### src/y2r_pkg.sv
// ---------------------------------------------------------------------------
// y2r_pkg
// Types and fixed-point constants shared by the YUV 4:2:0 to RGB565 blocks.
// ---------------------------------------------------------------------------
package y2r_pkg;

  // Chroma coefficients scaled by 2^CoefShift. With this precision the
  // truncated product matches the exact decimal ratio for every input.
  localparam int CoefShift = 24;
  localparam int CoefWidth = 25;
  localparam int ProdWidth = 32;

  localparam logic [CoefWidth-1:0] COEF_UB = 25'd29729227;  // 1.772
  localparam logic [CoefWidth-1:0] COEF_UG = 25'd5773711;   // 0.34414
  localparam logic [CoefWidth-1:0] COEF_VG = 25'd11981281;  // 0.71414
  localparam logic [CoefWidth-1:0] COEF_VR = 25'd23521657;  // 1.402

  localparam logic [8:0] CHROMA_OFFSET = 9'd128;

  typedef logic [7:0]         sample_t;
  typedef logic signed [9:0]  term_t;
  typedef logic [15:0]        pixel_t;
  typedef logic [31:0]        pair_t;

  // Chroma contributions shared by all four pixels of one block.
  typedef struct packed {
    term_t ub;
    term_t gsum;
    term_t vr;
  } chroma_terms_t;

  // Saturate a signed channel value to 0..255.
  function automatic logic [7:0] sat8(input logic signed [10:0] v);
    logic [7:0] res;
    if (v < 0) begin
      res = 8'd0;
    end else if (v > 11'sd255) begin
      res = 8'd255;
    end else begin
      res = v[7:0];
    end
    return res;
  endfunction

endpackage

### src/y2r_if.sv
// ---------------------------------------------------------------------------
// y2r interfaces
// Valid/ready channels for 2x2 YUV block requests and RGB565 pair results.
// ---------------------------------------------------------------------------
interface y2r_in_if;
  logic               valid;
  logic               ready;
  y2r_pkg::sample_t   luma_top_left;
  y2r_pkg::sample_t   luma_top_right;
  y2r_pkg::sample_t   luma_bottom_left;
  y2r_pkg::sample_t   luma_bottom_right;
  y2r_pkg::sample_t   chroma_blue;
  y2r_pkg::sample_t   chroma_red;

  modport source (
    output valid, luma_top_left, luma_top_right, luma_bottom_left,
           luma_bottom_right, chroma_blue, chroma_red,
    input  ready
  );
  modport sink (
    input  valid, luma_top_left, luma_top_right, luma_bottom_left,
           luma_bottom_right, chroma_blue, chroma_red,
    output ready
  );
endinterface

interface y2r_out_if;
  logic            valid;
  logic            ready;
  y2r_pkg::pair_t  top_pair;
  y2r_pkg::pair_t  bottom_pair;

  modport source (
    output valid, top_pair, bottom_pair,
    input  ready
  );
  modport sink (
    input  valid, top_pair, bottom_pair,
    output ready
  );
endinterface

### src/y2r_chroma.sv
// ---------------------------------------------------------------------------
// y2r_chroma
// Two-stage chroma term unit: scaled products, then truncation and sign.
// ---------------------------------------------------------------------------
module y2r_chroma (
  input  logic                    clk,
  input  logic                    en,
  input  y2r_pkg::sample_t        chroma_blue,
  input  y2r_pkg::sample_t        chroma_red,
  output y2r_pkg::chroma_terms_t  terms
);

  localparam int PW = y2r_pkg::ProdWidth;
  localparam int SH = y2r_pkg::CoefShift;

  logic signed [8:0] du;
  logic signed [8:0] dv;
  logic [7:0]        mag_u;
  logic [7:0]        mag_v;

  logic [PW-1:0] prod_ub_r, prod_ug_r, prod_vg_r, prod_vr_r;
  logic          neg_u_r, neg_v_r;

  logic [7:0]    q_ub, q_ug, q_vg, q_vr;
  y2r_pkg::term_t t_ub, t_ug, t_vg, t_vr;
  y2r_pkg::chroma_terms_t terms_r;

  // Offset removal and magnitude of each chroma sample.
  always_comb begin
    du    = $signed({1'b0, chroma_blue}) - $signed(y2r_pkg::CHROMA_OFFSET);
    dv    = $signed({1'b0, chroma_red}) - $signed(y2r_pkg::CHROMA_OFFSET);
    mag_u = du[8] ? 8'(-du) : du[7:0];
    mag_v = dv[8] ? 8'(-dv) : dv[7:0];
  end

  // Stage one: magnitude times the scaled coefficient.
  always_ff @(posedge clk) begin
    if (en) begin
      prod_ub_r <= PW'({24'd0, mag_u} * PW'(y2r_pkg::COEF_UB));
      prod_ug_r <= PW'({24'd0, mag_u} * PW'(y2r_pkg::COEF_UG));
      prod_vg_r <= PW'({24'd0, mag_v} * PW'(y2r_pkg::COEF_VG));
      prod_vr_r <= PW'({24'd0, mag_v} * PW'(y2r_pkg::COEF_VR));
      neg_u_r   <= du[8];
      neg_v_r   <= dv[8];
    end
  end

  // Truncate toward zero by dropping the fraction, then restore the sign.
  always_comb begin
    q_ub = prod_ub_r[SH+7:SH];
    q_ug = prod_ug_r[SH+7:SH];
    q_vg = prod_vg_r[SH+7:SH];
    q_vr = prod_vr_r[SH+7:SH];
    t_ub = neg_u_r ? -$signed({2'b00, q_ub}) : $signed({2'b00, q_ub});
    t_ug = neg_u_r ? -$signed({2'b00, q_ug}) : $signed({2'b00, q_ug});
    t_vg = neg_v_r ? -$signed({2'b00, q_vg}) : $signed({2'b00, q_vg});
    t_vr = neg_v_r ? -$signed({2'b00, q_vr}) : $signed({2'b00, q_vr});
  end

  // Stage two: signed terms and the combined green correction.
  always_ff @(posedge clk) begin
    if (en) begin
      terms_r.ub   <= t_ub;
      terms_r.gsum <= t_ug + t_vg;
      terms_r.vr   <= t_vr;
    end
  end

  assign terms = terms_r;

endmodule

### src/y2r_lane.sv
// ---------------------------------------------------------------------------
// y2r_lane
// One pixel lane: adds chroma terms to luma, saturates and packs RGB565.
// ---------------------------------------------------------------------------
module y2r_lane (
  input  y2r_pkg::sample_t        luma,
  input  y2r_pkg::chroma_terms_t  terms,
  output y2r_pkg::pixel_t         pixel
);

  logic signed [10:0] y_s;
  logic signed [10:0] b_s, g_s, r_s;
  logic [7:0]         b8, g8, r8;

  // Per-channel sums in a width that holds every overflow case.
  always_comb begin
    y_s = $signed({3'b000, luma});
    b_s = y_s + 11'(terms.ub);
    g_s = y_s - 11'(terms.gsum);
    r_s = y_s + 11'(terms.vr);
    b8  = y2r_pkg::sat8(b_s);
    g8  = y2r_pkg::sat8(g_s);
    r8  = y2r_pkg::sat8(r_s);
  end

  assign pixel = {r8[7:3], g8[7:2], b8[7:3]};

endmodule

### src/yuv420_to_rgb565_block_core.sv
// Each accepted request passes stage one, stage two and the output register.
// Throughput: one 2x2 block per cycle unless stalled; the four pixel lanes
// run in parallel behind a shared two-stage chroma multiplier pipeline.
// Backpressure stalls all stages together; in_ch.ready follows out_ch.ready
// whenever the output register is full.
// Reset (synchronous, active low) clears the stage valid bits only.
// ---------------------------------------------------------------------------
// yuv420_to_rgb565_block_core
// Converts one 2x2 YUV 4:2:0 block per request into two RGB565 pixel pairs.
// ---------------------------------------------------------------------------
module yuv420_to_rgb565_block_core (
  input  logic              clk,
  input  logic              rst_n,
  y2r_in_if.sink            in_ch,
  y2r_out_if.source         out_ch
);

  logic en;
  logic s1_vld_r, s2_vld_r, out_vld_r;

  y2r_pkg::sample_t s1_luma_r [4];
  y2r_pkg::sample_t s2_luma_r [4];

  y2r_pkg::chroma_terms_t terms;
  y2r_pkg::pixel_t        pix [4];
  y2r_pkg::pair_t         top_r, bottom_r;

  // The whole pipeline moves when the output register is free or drained.
  assign en          = !out_vld_r || out_ch.ready;
  assign in_ch.ready = en;

  // Stage valid bits.
  always_ff @(posedge clk) begin
    if (!rst_n) begin
      s1_vld_r  <= 1'b0;
      s2_vld_r  <= 1'b0;
      out_vld_r <= 1'b0;
    end else if (en) begin
      s1_vld_r  <= in_ch.valid;
      s2_vld_r  <= s1_vld_r;
      out_vld_r <= s2_vld_r;
    end
  end

  // Luma samples travel alongside the chroma pipeline.
  always_ff @(posedge clk) begin
    if (en) begin
      s1_luma_r[0] <= in_ch.luma_top_left;
      s1_luma_r[1] <= in_ch.luma_top_right;
      s1_luma_r[2] <= in_ch.luma_bottom_left;
      s1_luma_r[3] <= in_ch.luma_bottom_right;
      s2_luma_r    <= s1_luma_r;
    end
  end

  y2r_chroma u_chroma (
    .clk         (clk),
    .en          (en),
    .chroma_blue (in_ch.chroma_blue),
    .chroma_red  (in_ch.chroma_red),
    .terms       (terms)
  );

  // Four pixel lanes share the same chroma terms.
  for (genvar i = 0; i < 4; i++) begin : g_lane
    y2r_lane u_lane (
      .luma  (s2_luma_r[i]),
      .terms (terms),
      .pixel (pix[i])
    );
  end

  // Merge the lanes into row words in the output register.
  always_ff @(posedge clk) begin
    if (en) begin
      top_r    <= {pix[1], pix[0]};
      bottom_r <= {pix[3], pix[2]};
    end
  end

  assign out_ch.valid       = out_vld_r;
  assign out_ch.top_pair    = top_r;
  assign out_ch.bottom_pair = bottom_r;

endmodule

### src/flat_wrapper.sv
// flat-port wrapper written by rule: the top's interface ports become plain ports
module yuv420_to_rgb565_block_core_flat 
  (clk, rst_n, in_ch_valid, in_ch_luma_top_left, in_ch_luma_top_right, in_ch_luma_bottom_left, in_ch_luma_bottom_right, in_ch_chroma_blue, in_ch_chroma_red, in_ch_ready, out_ch_valid, out_ch_top_pair, out_ch_bottom_pair, out_ch_ready);
  y2r_in_if in_ch_i ();
  y2r_out_if out_ch_i ();
  input  logic clk;
  input  logic rst_n;
  input wire logic [$bits(in_ch_i.valid)-1:0] in_ch_valid;
  input wire logic [$bits(in_ch_i.luma_top_left)-1:0] in_ch_luma_top_left;
  input wire logic [$bits(in_ch_i.luma_top_right)-1:0] in_ch_luma_top_right;
  input wire logic [$bits(in_ch_i.luma_bottom_left)-1:0] in_ch_luma_bottom_left;
  input wire logic [$bits(in_ch_i.luma_bottom_right)-1:0] in_ch_luma_bottom_right;
  input wire logic [$bits(in_ch_i.chroma_blue)-1:0] in_ch_chroma_blue;
  input wire logic [$bits(in_ch_i.chroma_red)-1:0] in_ch_chroma_red;
  output wire logic [$bits(in_ch_i.ready)-1:0] in_ch_ready;
  output wire logic [$bits(out_ch_i.valid)-1:0] out_ch_valid;
  output wire logic [$bits(out_ch_i.top_pair)-1:0] out_ch_top_pair;
  output wire logic [$bits(out_ch_i.bottom_pair)-1:0] out_ch_bottom_pair;
  input wire logic [$bits(out_ch_i.ready)-1:0] out_ch_ready;
  assign in_ch_i.valid = in_ch_valid;
  assign in_ch_i.luma_top_left = in_ch_luma_top_left;
  assign in_ch_i.luma_top_right = in_ch_luma_top_right;
  assign in_ch_i.luma_bottom_left = in_ch_luma_bottom_left;
  assign in_ch_i.luma_bottom_right = in_ch_luma_bottom_right;
  assign in_ch_i.chroma_blue = in_ch_chroma_blue;
  assign in_ch_i.chroma_red = in_ch_chroma_red;
  assign in_ch_ready = in_ch_i.ready;
  assign out_ch_valid = out_ch_i.valid;
  assign out_ch_top_pair = out_ch_i.top_pair;
  assign out_ch_bottom_pair = out_ch_i.bottom_pair;
  assign out_ch_i.ready = out_ch_ready;
  yuv420_to_rgb565_block_core u_core (.clk(clk), .rst_n(rst_n), .in_ch(in_ch_i), .out_ch(out_ch_i));
endmodule
### config.mk
export PLATFORM = sky130hd
export DESIGN_NAME = yuv420_to_rgb565_block_core_flat
export DESIGN_NICKNAME = d
export VERILOG_FILES = /design/src/y2r_pkg.sv /design/src/y2r_if.sv /design/src/y2r_chroma.sv /design/src/y2r_lane.sv /design/src/yuv420_to_rgb565_block_core.sv /design/src/flat_wrapper.sv
export SDC_FILE = /design/constraint.sdc
export NUM_CORES = 1
export LEC_CHECK = 0
export ABC_AREA = 1
export BUFFER_PORTS_ARGS = -buffer_cell sky130_fd_sc_hd__clkbuf_2
export CAP_MARGIN = 20
export CORE_AREA = 2 2 225 227
export CTS_CLUSTER_DIAMETER = 150
export CTS_CLUSTER_SIZE = 12
export DETAILED_ROUTE_END_ITERATION = 6
export DIE_AREA = 0 0 227 229
export GPL_ROUTABILITY_DRIVEN = 0
export GPL_TIMING_DRIVEN = 0
export HOLD_SLACK_MARGIN = 0.12
export PLACE_DENSITY_LB_ADDON = 0.2
export SLEW_MARGIN = 5
export SYNTH_ARGS = -nofsm -noshare
export SYNTH_HDL_FRONTEND = slang
export SYNTH_SLANG_ARGS = --single-unit
### constraint.sdc
create_clock -name clk -period 6.6 [get_ports clk]
set_input_delay 0.66 -clock clk [delete_from_list [all_inputs] [get_ports clk]]
set_output_delay 0.66 -clock clk [all_outputs]
set_load 0.01 [all_outputs]
==> report_table.html, run 1 <==
<table>
<tr><th>Metric</th><th>Value</th></tr>
<tr><th colspan="2">Routing</th></tr>
<tr><td># DRC</td><td>0</td></tr>
<tr><td>Detailed router's first-iteration violation count</td><td>approximately 1000</td></tr>
<tr><td>Routed wire length</td><td>56200 um</td></tr>
<tr><td>Antenna viol nets, final</td><td>0</td></tr>
<tr><td>Routed len/inst</td><td>15.7 um</td></tr>
<tr><td>Via Count</td><td>18608</td></tr>
<tr><td>Initial DRT Pass Iterations</td><td>6</td></tr>
<tr><td>Post-detailed-route via-to-cell ratio</td><td>approximately 5.2</td></tr>
<tr><th colspan="2">Global route</th></tr>
<tr><td>Global Route Usage Sum</td><td>22.0%</td></tr>
<tr><td>Initial antenna violation count</td><td>0</td></tr>
<tr><td>First-pass GRT wire length</td><td>a little over 90000 um</td></tr>
<tr><td>Pin count of the biggest net entering global routing</td><td>125</td></tr>
<tr><td>Vias in the first global route</td><td>18540</td></tr>
<tr><td>Total congestion overflow after global routing</td><td>0</td></tr>
<tr><th colspan="2">Final layout</th></tr>
<tr><td>Ratio of cells with drive above 1 in the final layout</td><td>just under 8%</td></tr>
<tr><td>Final design instance area without fill</td><td>25200 sq um</td></tr>
<tr><td>Synth-to-layout area growth</td><td>9.00%</td></tr>
<tr><td>Final Net Count</td><td>3459</td></tr>
<tr><td>Count of inserted antenna diode cells</td><td>0</td></tr>
<tr><th colspan="2">Setup path</th></tr>
<tr><td>Most common cell on crit path</td><td>sky130_fd_sc_hd__nand2_1</td></tr>
<tr><td>Worst endpoint data arrival time</td><td>6.20 ns</td></tr>
<tr><td>Cell count of the worst reg-to-reg path</td><td>12</td></tr>
<tr><td>Biggest fanout along the worst timing path</td><td>11</td></tr>
<tr><td>Critical path class</td><td>in2reg</td></tr>
<tr><td>Buffers plus inverters on the worst setup path</td><td>6</td></tr>
<tr><td>Worst-path cell with the longest stage delay</td><td>sky130_fd_sc_hd__xor2_1</td></tr>
<tr><td>Worst reg2reg endpoint</td><td>u_core.u_chroma.terms[18]</td></tr>
<tr><td>Critical Path Sink Type</td><td>flop</td></tr>
<tr><td>Largest delay share family, worst path</td><td>adder cells</td></tr>
<tr><td>Max stage delay on crit path</td><td>0.68 ns</td></tr>
<tr><td>Element type at the critical path start</td><td>primary input</td></tr>
<tr><td>Minimum setup slack among reg-to-reg paths</td><td>approximately 3.8 ns</td></tr>
<tr><td>WP data required</td><td>6.82 ns</td></tr>
<tr><td>Critical register-to-register path startpoint</td><td>u_core.u_chroma.neg_v_r</td></tr>
<tr><th colspan="2">Status</th></tr>
<tr><td>Result of the run</td><td>finished, final reports clean</td></tr>
<tr><th colspan="2">Clock tree</th></tr>
<tr><td>Root buf cell</td><td>sky130_fd_sc_hd__clkbuf_16</td></tr>
<tr><td>Hold-fix buffers, CTS</td><td>0</td></tr>
<tr><td>Clock network latency to the later pin of the worst-skew pair</td><td>0.46 ns</td></tr>
<tr><td>Count of cells resized by post-cts repair</td><td>0</td></tr>
<tr><td>CTS tree</td><td>built</td></tr>
<tr><td>Clk sink count</td><td>194</td></tr>
<tr><td>Max clock buf depth</td><td>2</td></tr>
<tr><td>Max H-tree Level</td><td>4</td></tr>
<tr><td>Clock buffer count from CTS</td><td>17</td></tr>
<tr><td>Setup bufs post-CTS</td><td>0</td></tr>
<tr><td>Clock slew at reported path FFs</td><td>0.08 ns</td></tr>
<tr><th colspan="2">Synthesis</th></tr>
<tr><td>Sequential cell area fraction in the yosys report</td><td>25.0%</td></tr>
<tr><td>Number of distinct library cells after synthesis</td><td>51</td></tr>
<tr><td>Prevailing post-synth register cell</td><td>sky130_fd_sc_hd__edfxtp_1</td></tr>
<tr><td>Post-synth ARST share</td><td>0%</td></tr>
<tr><td>Syn Area/Cell</td><td>about 8.4 sq um</td></tr>
<tr><td>Number of warnings reported in the yosys synthesis log</td><td>0</td></tr>
<tr><td>Flip-flop and latch count after synthesis</td><td>194</td></tr>
<tr><td>Number of synthesized flops with an enable pin</td><td>191</td></tr>
<tr><td>Cells after synthesis</td><td>2748</td></tr>
<tr><td>Syn_nets</td><td>between 3000 and 4000</td></tr>
<tr><td>Post-Syn Area</td><td>23200 sq um</td></tr>
<tr><th colspan="2">STA</th></tr>
<tr><td>Hold Worst Slack</td><td>0.369 ns</td></tr>
<tr><td>Highest Clock Rate</td><td>167 MHz</td></tr>
<tr><td>Final worst path period share</td><td>approximately nine tenths</td></tr>
<tr><td>Maximum clock skew at final layout</td><td>0.0113 ns</td></tr>
<tr><td>Worst slew pin tran</td><td>0.974 ns</td></tr>
<tr><td>Setup-violating endpoint count in the final report</td><td>0</td></tr>
<tr><td>Hold Vio Cnt, Final</td><td>0</td></tr>
<tr><td>Setup repair after global routing missed its margin</td><td>false</td></tr>
<tr><td>Fin Setup TNS</td><td>0 ns</td></tr>
<tr><td>Minimum period implied by the final worst setup slack</td><td>about 6 ns</td></tr>
<tr><td>Worst-case headroom to the max-slew limit</td><td>a little over a third</td></tr>
<tr><td>Number of pins with negative max-slew slack in the final report</td><td>0</td></tr>
<tr><th colspan="2">Die</th></tr>
<tr><td>Overall die width</td><td>~230 um</td></tr>
<tr><td>Die outline height</td><td>around 230 um</td></tr>
<tr><td>Core outline area</td><td>49700 sq um</td></tr>
<tr><td>Std cell rows</td><td>82</td></tr>
<tr><td>Number of I/O pins</td><td>118</td></tr>
<tr><td>Starting Density</td><td>roughly 47%</td></tr>
<tr><td>Die ar.</td><td>approximately 52000 sq um</td></tr>
<tr><th colspan="2">Place</th></tr>
<tr><td>Count of input and output buffers</td><td>117</td></tr>
<tr><td>Post-Place Cell Area</td><td>24700 sq um</td></tr>
<tr><td>HPWL after detailed placement</td><td>between 40000 and 50000 um</td></tr>
<tr><th colspan="2">Worst hold path</th></tr>
<tr><td>Hold Path End</td><td>u_core.s1_luma_r[0]</td></tr>
<tr><td>Worst min-delay path class</td><td>in2reg</td></tr>
<tr><td>Worst min-delay path startpoint</td><td>in_ch_luma_bottom_right[0]</td></tr>
<tr><td>Worst Hold Path Cells</td><td>1</td></tr>
<tr><th colspan="2">Pwr</th></tr>
<tr><td>Worst VDD drop</td><td>0.000250 V</td></tr>
<tr><td>Standby leakage power</td><td>roughly 13 nW</td></tr>
<tr><td>Total power density per cell area</td><td>464 nW/um^2</td></tr>
<tr><td>Sum of internal, switching and leakage power</td><td>approximately 0.012 W</td></tr>
<tr><th colspan="2">Flow run</th></tr>
<tr><td>Count of maximum capacitance violations</td><td>0</td></tr>
</table>
==> cell type report <==
class / instances / area (sq um)
sequential: 194 / 5800
fill: 4709 / 24400
clock buffer: 18 / 429
multi-input combinational: 1954 / 15100
inverter: 595 / 2240
tap: 672 / 841
buffer: 5 / 28.8
clock inverter: 14 / 153
timing repair buffer: 122 / 647
==> state kept, by name, indices dropped and copies added, names as in the netlist, 7 cells and up <==
register                   flops
u_core.out_ch.bottom_pair     32
u_core.u_chroma.prod_vr_r      8
u_core.u_chroma.prod_ug_r      7
u_core.u_chroma.prod_vg_r      8
u_core.s1_luma_r              32
u_core.s2_luma_r              32
u_core.out_ch.top_pair        32
u_core.u_chroma.prod_ub_r      8
u_core.u_chroma.terms         30
==> per-stage QoR <==
step           utilization (%)  cells  setup slack (ns)
2_1_floorplan                -   2748              1.27
5_1_grt                   50.8   3574            0.0966
3_3_place_gp              49.5   3537            -0.693
4_1_cts                   50.8   3574             0.605
6_report                  50.8   3574             0.619
3_5_place_dp              49.6   3542             0.121
==> logic make-up (layout without fill, tap and decap cells) <==
group | after synthesis | count (layout) | share of synthesized area, %
AO/OA/AOI/OAI | 448 | 448 | 11.2
XOR/XNOR | 129 | 129 | 5.01
adder cells (fa/ha/maj) | 518 | 518 | 33.1
buffers and inverters | 600 | 754 | 9.78
flip-flops | 194 | 194 | 25.0
AND/OR/NAND/NOR | 859 | 859 | 15.9
==> where the power goes <==
part | switching, W | internal, W
clock | 0.000486 | 0.000532
combinational | 0.00525 | 0.00310
sequential | 0.000316 | 0.00204
total | 0.00605 | 0.00567
==> routing by layer <==
layer	GRT usage [%]	part of all wire, %	vias to the layer above
met2	38.8	49	464
met3	2.40	4.2	112
met4	8.82	3.7	0
li1	-	-	9285
met5	0	0	-
met1	27.3	43	8747
==> how the worst max path moves through the flow <==
stage / slack [ns] / cells past startpoint / to / startpoint
3_3_place_gp: -0.69 / 4 / in_ch_ready / out_ch_ready
2_1_floorplan: 1.27 / 20 / u_core.u_chroma.prod_vr_r[29] / in_ch_chroma_red[0]
5_1_grt: 0.1 / 25 / u_core.u_chroma.prod_vg_r[29] / in_ch_chroma_red[0]
6_report: 0.62 / 25 / u_core.u_chroma.prod_vg_r[29] / in_ch_chroma_red[0]
3_5_place_dp: 0.12 / 23 / u_core.u_chroma.prod_vr_r[30] / in_ch_chroma_red[0]
4_1_cts: 0.61 / 23 / u_core.u_chroma.prod_vr_r[30] / in_ch_chroma_red[0]
==> cells in the mapped netlist (3+ instances only) <==
library cell / instances / share of area, %
sky130_fd_sc_hd__nand4_1: 17 / 0.46
sky130_fd_sc_hd__nor4_1: 11 / 0.30
sky130_fd_sc_hd__nand3b_1: 3 / 0.097
sky130_fd_sc_hd__o31ai_1: 6 / 0.19
sky130_fd_sc_hd__o21bai_1: 18 / 0.58
sky130_fd_sc_hd__nand2_1: 482 / 7.8
sky130_fd_sc_hd__nand3_1: 114 / 2.5
sky130_fd_sc_hd__fa_1: 156 / 13
sky130_fd_sc_hd__xor2_1: 97 / 3.7
sky130_fd_sc_hd__nor3_2: 8 / 0.35
sky130_fd_sc_hd__a31oi_1: 26 / 0.70
sky130_fd_sc_hd__o21ai_0: 80 / 1.7
sky130_fd_sc_hd__nor3_1: 48 / 1.0
sky130_fd_sc_hd__o21ai_1: 8 / 0.17
sky130_fd_sc_hd__inv_1: 586 / 9.5
sky130_fd_sc_hd__a21oi_2: 5 / 0.19
sky130_fd_sc_hd__dfxtp_1: 3 / 0.26
sky130_fd_sc_hd__xor2_2: 4 / 0.28
sky130_fd_sc_hd__or2_2: 7 / 0.19
sky130_fd_sc_hd__xnor2_1: 28 / 1.1
sky130_fd_sc_hd__nand3_2: 5 / 0.22
sky130_fd_sc_hd__nand2_2: 9 / 0.24
sky130_fd_sc_hd__nor2_1: 144 / 2.3
sky130_fd_sc_hd__nor2_2: 5 / 0.14
sky130_fd_sc_hd__a21o_1: 33 / 1.1
sky130_fd_sc_hd__o211ai_1: 6 / 0.19
sky130_fd_sc_hd__o21ai_2: 6 / 0.23
sky130_fd_sc_hd__inv_2: 8 / 0.13
sky130_fd_sc_hd__a21oi_1: 232 / 5.0
sky130_fd_sc_hd__ha_1: 362 / 20
sky130_fd_sc_hd__o21a_1: 7 / 0.23
sky130_fd_sc_hd__a211oi_1: 9 / 0.29
sky130_fd_sc_hd__edfxtp_1: 191 / 25
==> worst reg2reg max path: stages, from the launching register on <==
cell	delay, ns
sky130_fd_sc_hd__edfxtp_1	0.44
sky130_fd_sc_hd__clkbuf_1	0.25
sky130_fd_sc_hd__o21ai_0	0.38
sky130_fd_sc_hd__inv_1	0.11
sky130_fd_sc_hd__fa_1	0.44
sky130_fd_sc_hd__o21ai_0	0.28
sky130_fd_sc_hd__nand2_1	0.09
sky130_fd_sc_hd__nand2_1	0.07
sky130_fd_sc_hd__a21oi_1	0.08
sky130_fd_sc_hd__o21ai_0	0.16
sky130_fd_sc_hd__a21oi_1	0.10
sky130_fd_sc_hd__nand2_1	0.06
sky130_fd_sc_hd__nand2_1	0.05
==> layout by cell type (no fill, tap or decap), types with 9 or more instances in the layout <==
cell type / count
sky130_fd_sc_hd__clkbuf_2: 117
sky130_fd_sc_hd__fa_1: 156
sky130_fd_sc_hd__a31oi_1: 26
sky130_fd_sc_hd__o21ai_1: 10
sky130_fd_sc_hd__inv_1: 585
sky130_fd_sc_hd__a21oi_1: 232
sky130_fd_sc_hd__nand3_1: 114
sky130_fd_sc_hd__ha_1: 362
sky130_fd_sc_hd__o21ai_0: 78
sky130_fd_sc_hd__xnor2_1: 28
sky130_fd_sc_hd__nor4_1: 10
sky130_fd_sc_hd__nand2_2: 9
sky130_fd_sc_hd__nand4_1: 17
sky130_fd_sc_hd__a21o_1: 33
sky130_fd_sc_hd__edfxtp_1: 191
sky130_fd_sc_hd__a211oi_1: 9
sky130_fd_sc_hd__nor3_1: 48
sky130_fd_sc_hd__nor2_1: 144
sky130_fd_sc_hd__xor2_1: 97
sky130_fd_sc_hd__nand2_1: 482
sky130_fd_sc_hd__clkbuf_16: 17
sky130_fd_sc_hd__o21bai_1: 18
(Power assumes the default switching activity.)
==> inputs of run 2 (changes only) <==
==> constraint.sdc (replaced) <==
create_clock -name clk -period 5.85 [get_ports clk]
set_input_delay 0.585 -clock clk [delete_from_list [all_inputs] [get_ports clk]]
set_output_delay 0.585 -clock clk [all_outputs]
set_load 0.01 [all_outputs]
==> report_table.html, run 2 (same netlist as run 1, synthesis figures left out) <==
<table>
<tr><th>Metric</th><th>Value</th></tr>
<tr><th colspan="2">Status</th></tr>
<tr><td>Result of the run</td><td>finished, final reports clean</td></tr>
<tr><th colspan="2">Pwr</th></tr>
<tr><td>Total power density per cell area</td><td>522 nW/um^2 (+12%)</td></tr>
<tr><td>Standby leakage power</td><td>13.3 nW (+0.39%)</td></tr>
<tr><td>Sum of internal, switching and leakage power</td><td>0.0132 W (+13%)</td></tr>
<tr><td>Worst VDD drop</td><td>0.000282 V (+13%)</td></tr>
<tr><th colspan="2">STA</th></tr>
<tr><td>Setup-violating endpoint count in the final report</td><td>0 (unchanged)</td></tr>
<tr><td>Number of pins with negative max-slew slack in the final report</td><td>0 (unchanged)</td></tr>
<tr><td>Minimum period implied by the final worst setup slack</td><td>roughly 5.5 ns</td></tr>
<tr><td>Highest Clock Rate</td><td>181 MHz</td></tr>
<tr><td>Maximum clock skew at final layout</td><td>0.0113 ns (-0.0000313 ns)</td></tr>
<tr><td>Worst-case headroom to the max-slew limit</td><td>35.1% (+0.28 points)</td></tr>
<tr><td>Final worst path period share</td><td>94.3%</td></tr>
<tr><td>Worst slew pin tran</td><td>0.970 ns (-0.00418 ns)</td></tr>
<tr><td>Setup repair after global routing missed its margin</td><td>false</td></tr>
<tr><td>Hold Vio Cnt, Final</td><td>0 (unchanged)</td></tr>
<tr><th colspan="2">Routing</th></tr>
<tr><td>Routed wire length</td><td>56200 um (+0.11%)</td></tr>
<tr><td>Routed len/inst</td><td>15.7 um (-0.17%)</td></tr>
<tr><td>Detailed router's first-iteration violation count</td><td>1047 (+6.4%)</td></tr>
<tr><td>Via Count</td><td>18613 (+0.027%)</td></tr>
<tr><td># DRC</td><td>0 (unchanged)</td></tr>
<tr><td>Antenna viol nets, final</td><td>0 (unchanged)</td></tr>
<tr><td>Initial DRT Pass Iterations</td><td>7 (+1)</td></tr>
<tr><td>Post-detailed-route via-to-cell ratio</td><td>5.19 (-0.25%)</td></tr>
<tr><th colspan="2">Final layout</th></tr>
<tr><td>Most common cell after layout, fill and taps aside</td><td>sky130_fd_sc_hd__inv_1</td></tr>
<tr><td>Synth-to-layout area growth</td><td>9.53%</td></tr>
<tr><td>Most frequent cells in the layout</td><td>sky130_fd_sc_hd__inv_1, sky130_fd_sc_hd__nand2_1, sky130_fd_sc_hd__ha_1</td></tr>
<tr><td>Core occupancy in the finished layout</td><td>51.1% (+0.25 points)</td></tr>
<tr><td>Count of inserted antenna diode cells</td><td>0 (unchanged)</td></tr>
<tr><td>Ratio of cells with drive above 1 in the final layout</td><td>8.31% (+0.45 points)</td></tr>
<tr><td>Final Net Count</td><td>3469 (+0.29%)</td></tr>
<tr><th colspan="2">Flow run</th></tr>
<tr><td>Count of maximum capacitance violations</td><td>0 (unchanged)</td></tr>
<tr><th colspan="2">Clock tree</th></tr>
<tr><td>Clk sink count</td><td>194 (unchanged)</td></tr>
<tr><td>Hold-fix buffers, CTS</td><td>0 (unchanged)</td></tr>
<tr><td>Max clock buf depth</td><td>2 (unchanged)</td></tr>
<tr><td>Clock slew at reported path FFs</td><td>0.08 ns (about the same)</td></tr>
<tr><td>CTS tree</td><td>built</td></tr>
<tr><td>Clock network latency to the later pin of the worst-skew pair</td><td>0.46 ns (about the same)</td></tr>
<tr><td>Max H-tree Level</td><td>4 (unchanged)</td></tr>
<tr><td>Root buf cell</td><td>sky130_fd_sc_hd__clkbuf_16</td></tr>
<tr><td>Clock buffer count from CTS</td><td>17 (unchanged)</td></tr>
<tr><th colspan="2">Die</th></tr>
<tr><td>Die outline height</td><td>229 um (unchanged)</td></tr>
<tr><td>Starting Density</td><td>46.6% (unchanged)</td></tr>
<tr><td>Overall die width</td><td>227 um (unchanged)</td></tr>
<tr><td>Number of I/O pins</td><td>118 (unchanged)</td></tr>
<tr><td>Std cell rows</td><td>82 (unchanged)</td></tr>
<tr><td>Die ar.</td><td>52000 sq um (unchanged)</td></tr>
<tr><td>Core outline area</td><td>49700 sq um (unchanged)</td></tr>
<tr><th colspan="2">Setup path</th></tr>
<tr><td>Cell count of the worst reg-to-reg path</td><td>12 (unchanged)</td></tr>
<tr><td>Element type at the critical path start</td><td>primary input</td></tr>
<tr><td>Buffers plus inverters on the worst setup path</td><td>7 (+1)</td></tr>
<tr><td>Critical path class</td><td>in2reg</td></tr>
<tr><td>Most common cell on crit path</td><td>sky130_fd_sc_hd__nand2_1</td></tr>
<tr><td>Biggest fanout along the worst timing path</td><td>10 (-1)</td></tr>
<tr><td>Worst endpoint data arrival time</td><td>5.74 ns (-0.46 ns)</td></tr>
<tr><td>Max stage delay on crit path</td><td>0.57 ns (-0.11 ns)</td></tr>
<tr><td>WP data required</td><td>6.08 ns (-0.74 ns)</td></tr>
<tr><td>Largest delay share family, worst path</td><td>adder cells</td></tr>
<tr><td>Worst-path cell with the longest stage delay</td><td>sky130_fd_sc_hd__fa_1</td></tr>
<tr><td>Logic depth of the worst setup path including buffers</td><td>28 (+12%)</td></tr>
<tr><td>Critical Path Sink Type</td><td>flop</td></tr>
<tr><th colspan="2">Global route</th></tr>
<tr><td>First-pass GRT wire length</td><td>91000 um (about the same)</td></tr>
<tr><td>Initial antenna violation count</td><td>0 (unchanged)</td></tr>
<tr><td>Pin count of the biggest net entering global routing</td><td>125 (unchanged)</td></tr>
<tr><td>Global Route Usage Sum</td><td>22.0% (about the same)</td></tr>
<tr><td>Vias in the first global route</td><td>18556 (+0.086%)</td></tr>
<tr><td>Total congestion overflow after global routing</td><td>0 (unchanged)</td></tr>
<tr><th colspan="2">Place</th></tr>
<tr><td>HPWL after detailed placement</td><td>47100 um (unchanged)</td></tr>
<tr><td>Count of input and output buffers</td><td>117 (unchanged)</td></tr>
<tr><th colspan="2">Worst hold path</th></tr>
<tr><td>Worst min-delay path class</td><td>in2reg</td></tr>
<tr><td>Worst Hold Path Cells</td><td>1 (unchanged)</td></tr>
</table>
==> run 2: cell count changes in the layout (fill, tap and decap cells not counted) <==
cell                         delta
sky130_fd_sc_hd__buf_4         +10
sky130_fd_sc_hd__clkbuf_2       -1
sky130_fd_sc_hd__clkbuf_4       +1
sky130_fd_sc_hd__clkinvlp_4     +1
sky130_fd_sc_hd__inv_1          -1
sky130_fd_sc_hd__nor4_2         -1
sky130_fd_sc_hd__nor4_4         +1
sky130_fd_sc_hd__o21ai_0        -1
sky130_fd_sc_hd__o21ai_1        +1
sky130_fd_sc_hd__xor2_1         -3
sky130_fd_sc_hd__xor2_2         +2
sky130_fd_sc_hd__xor2_4         +1
==> run 2: worst paths after layout <==
kind / from / slack [ns] / to
hold reg to reg: u_core.s1_luma_r[1] / 0.42 / u_core.s2_luma_r[1]
hold / removal: in_ch_luma_bottom_right[0] / 0.29 / u_core.s1_luma_r[0]
setup / recovery: in_ch_chroma_blue[0] / 0.33 / u_core.u_chroma.prod_ug_r[29]
setup reg to reg: u_core.u_chroma.neg_v_r / 3.08 / u_core.u_chroma.terms[18]
==> run 2: worst reg2reg max path: cells and delay by family (launching register included) <==
family          cells  cell delay, ns
compound gates      5            1.01
fa+ha+maj           1            0.44
buf+inv             2            0.36
flops               1            0.44
simple gates        4            0.27
==> run 2: area by class of cell <==
type                       instances  area, sq um
sequential                       194         5800
inverter                         595         2250
clock buffer                      18          429
buffer                             5         28.8
tap                              672          841
multi-input combinational       1954        15100
clock inverter                    14          153
timing repair buffer             132          724
fill                            4695        24300
==> run 2: stage by stage <==
step	setup TNS, ns	area, sq um	instances	hold WS (ns)	setup slack [ns]
2_1_floorplan	0	23200	2748	0.400	0.591
3_3_place_gp	-123.07	24600	3537	0.403	-1.29
6_report	0	25400	3584	0.294	0.333
3_5_place_dp	-9.80	24700	3542	0.405	-0.554
5_1_grt	0	25400	3584	0.279	0.0116
4_1_cts	0	25300	3574	0.271	0.0182
==> run 2: power breakdown <==
group          total [W]  switching (W)  internal [W]
Clock            0.00115       0.000548      0.000600
Combinational    0.00943        0.00592       0.00351
Sequential       0.00265       0.000355       0.00230
Total             0.0132        0.00682       0.00641
==> run 2: repair_timing <==
action / in CTS / in global routing
endpoints found under the setup margin: 3 / 25
pin swaps: 0 / 2
resized for setup: 2 / 7
cloned: 0 / 0
buffers inserted: 0 / 10
endpoints found under the hold margin: 0 / 0
==> run 2: routing by layer <==
layer / up-vias / global-route usage (%) / part of all wire (%)
met5: - / 0 / 0
met4: 0 / 8.86 / 3.7
met3: 113 / 2.40 / 4.4
met2: 473 / 38.8 / 49
met1: 8723 / 27.3 / 43
li1: 9304 / - / -
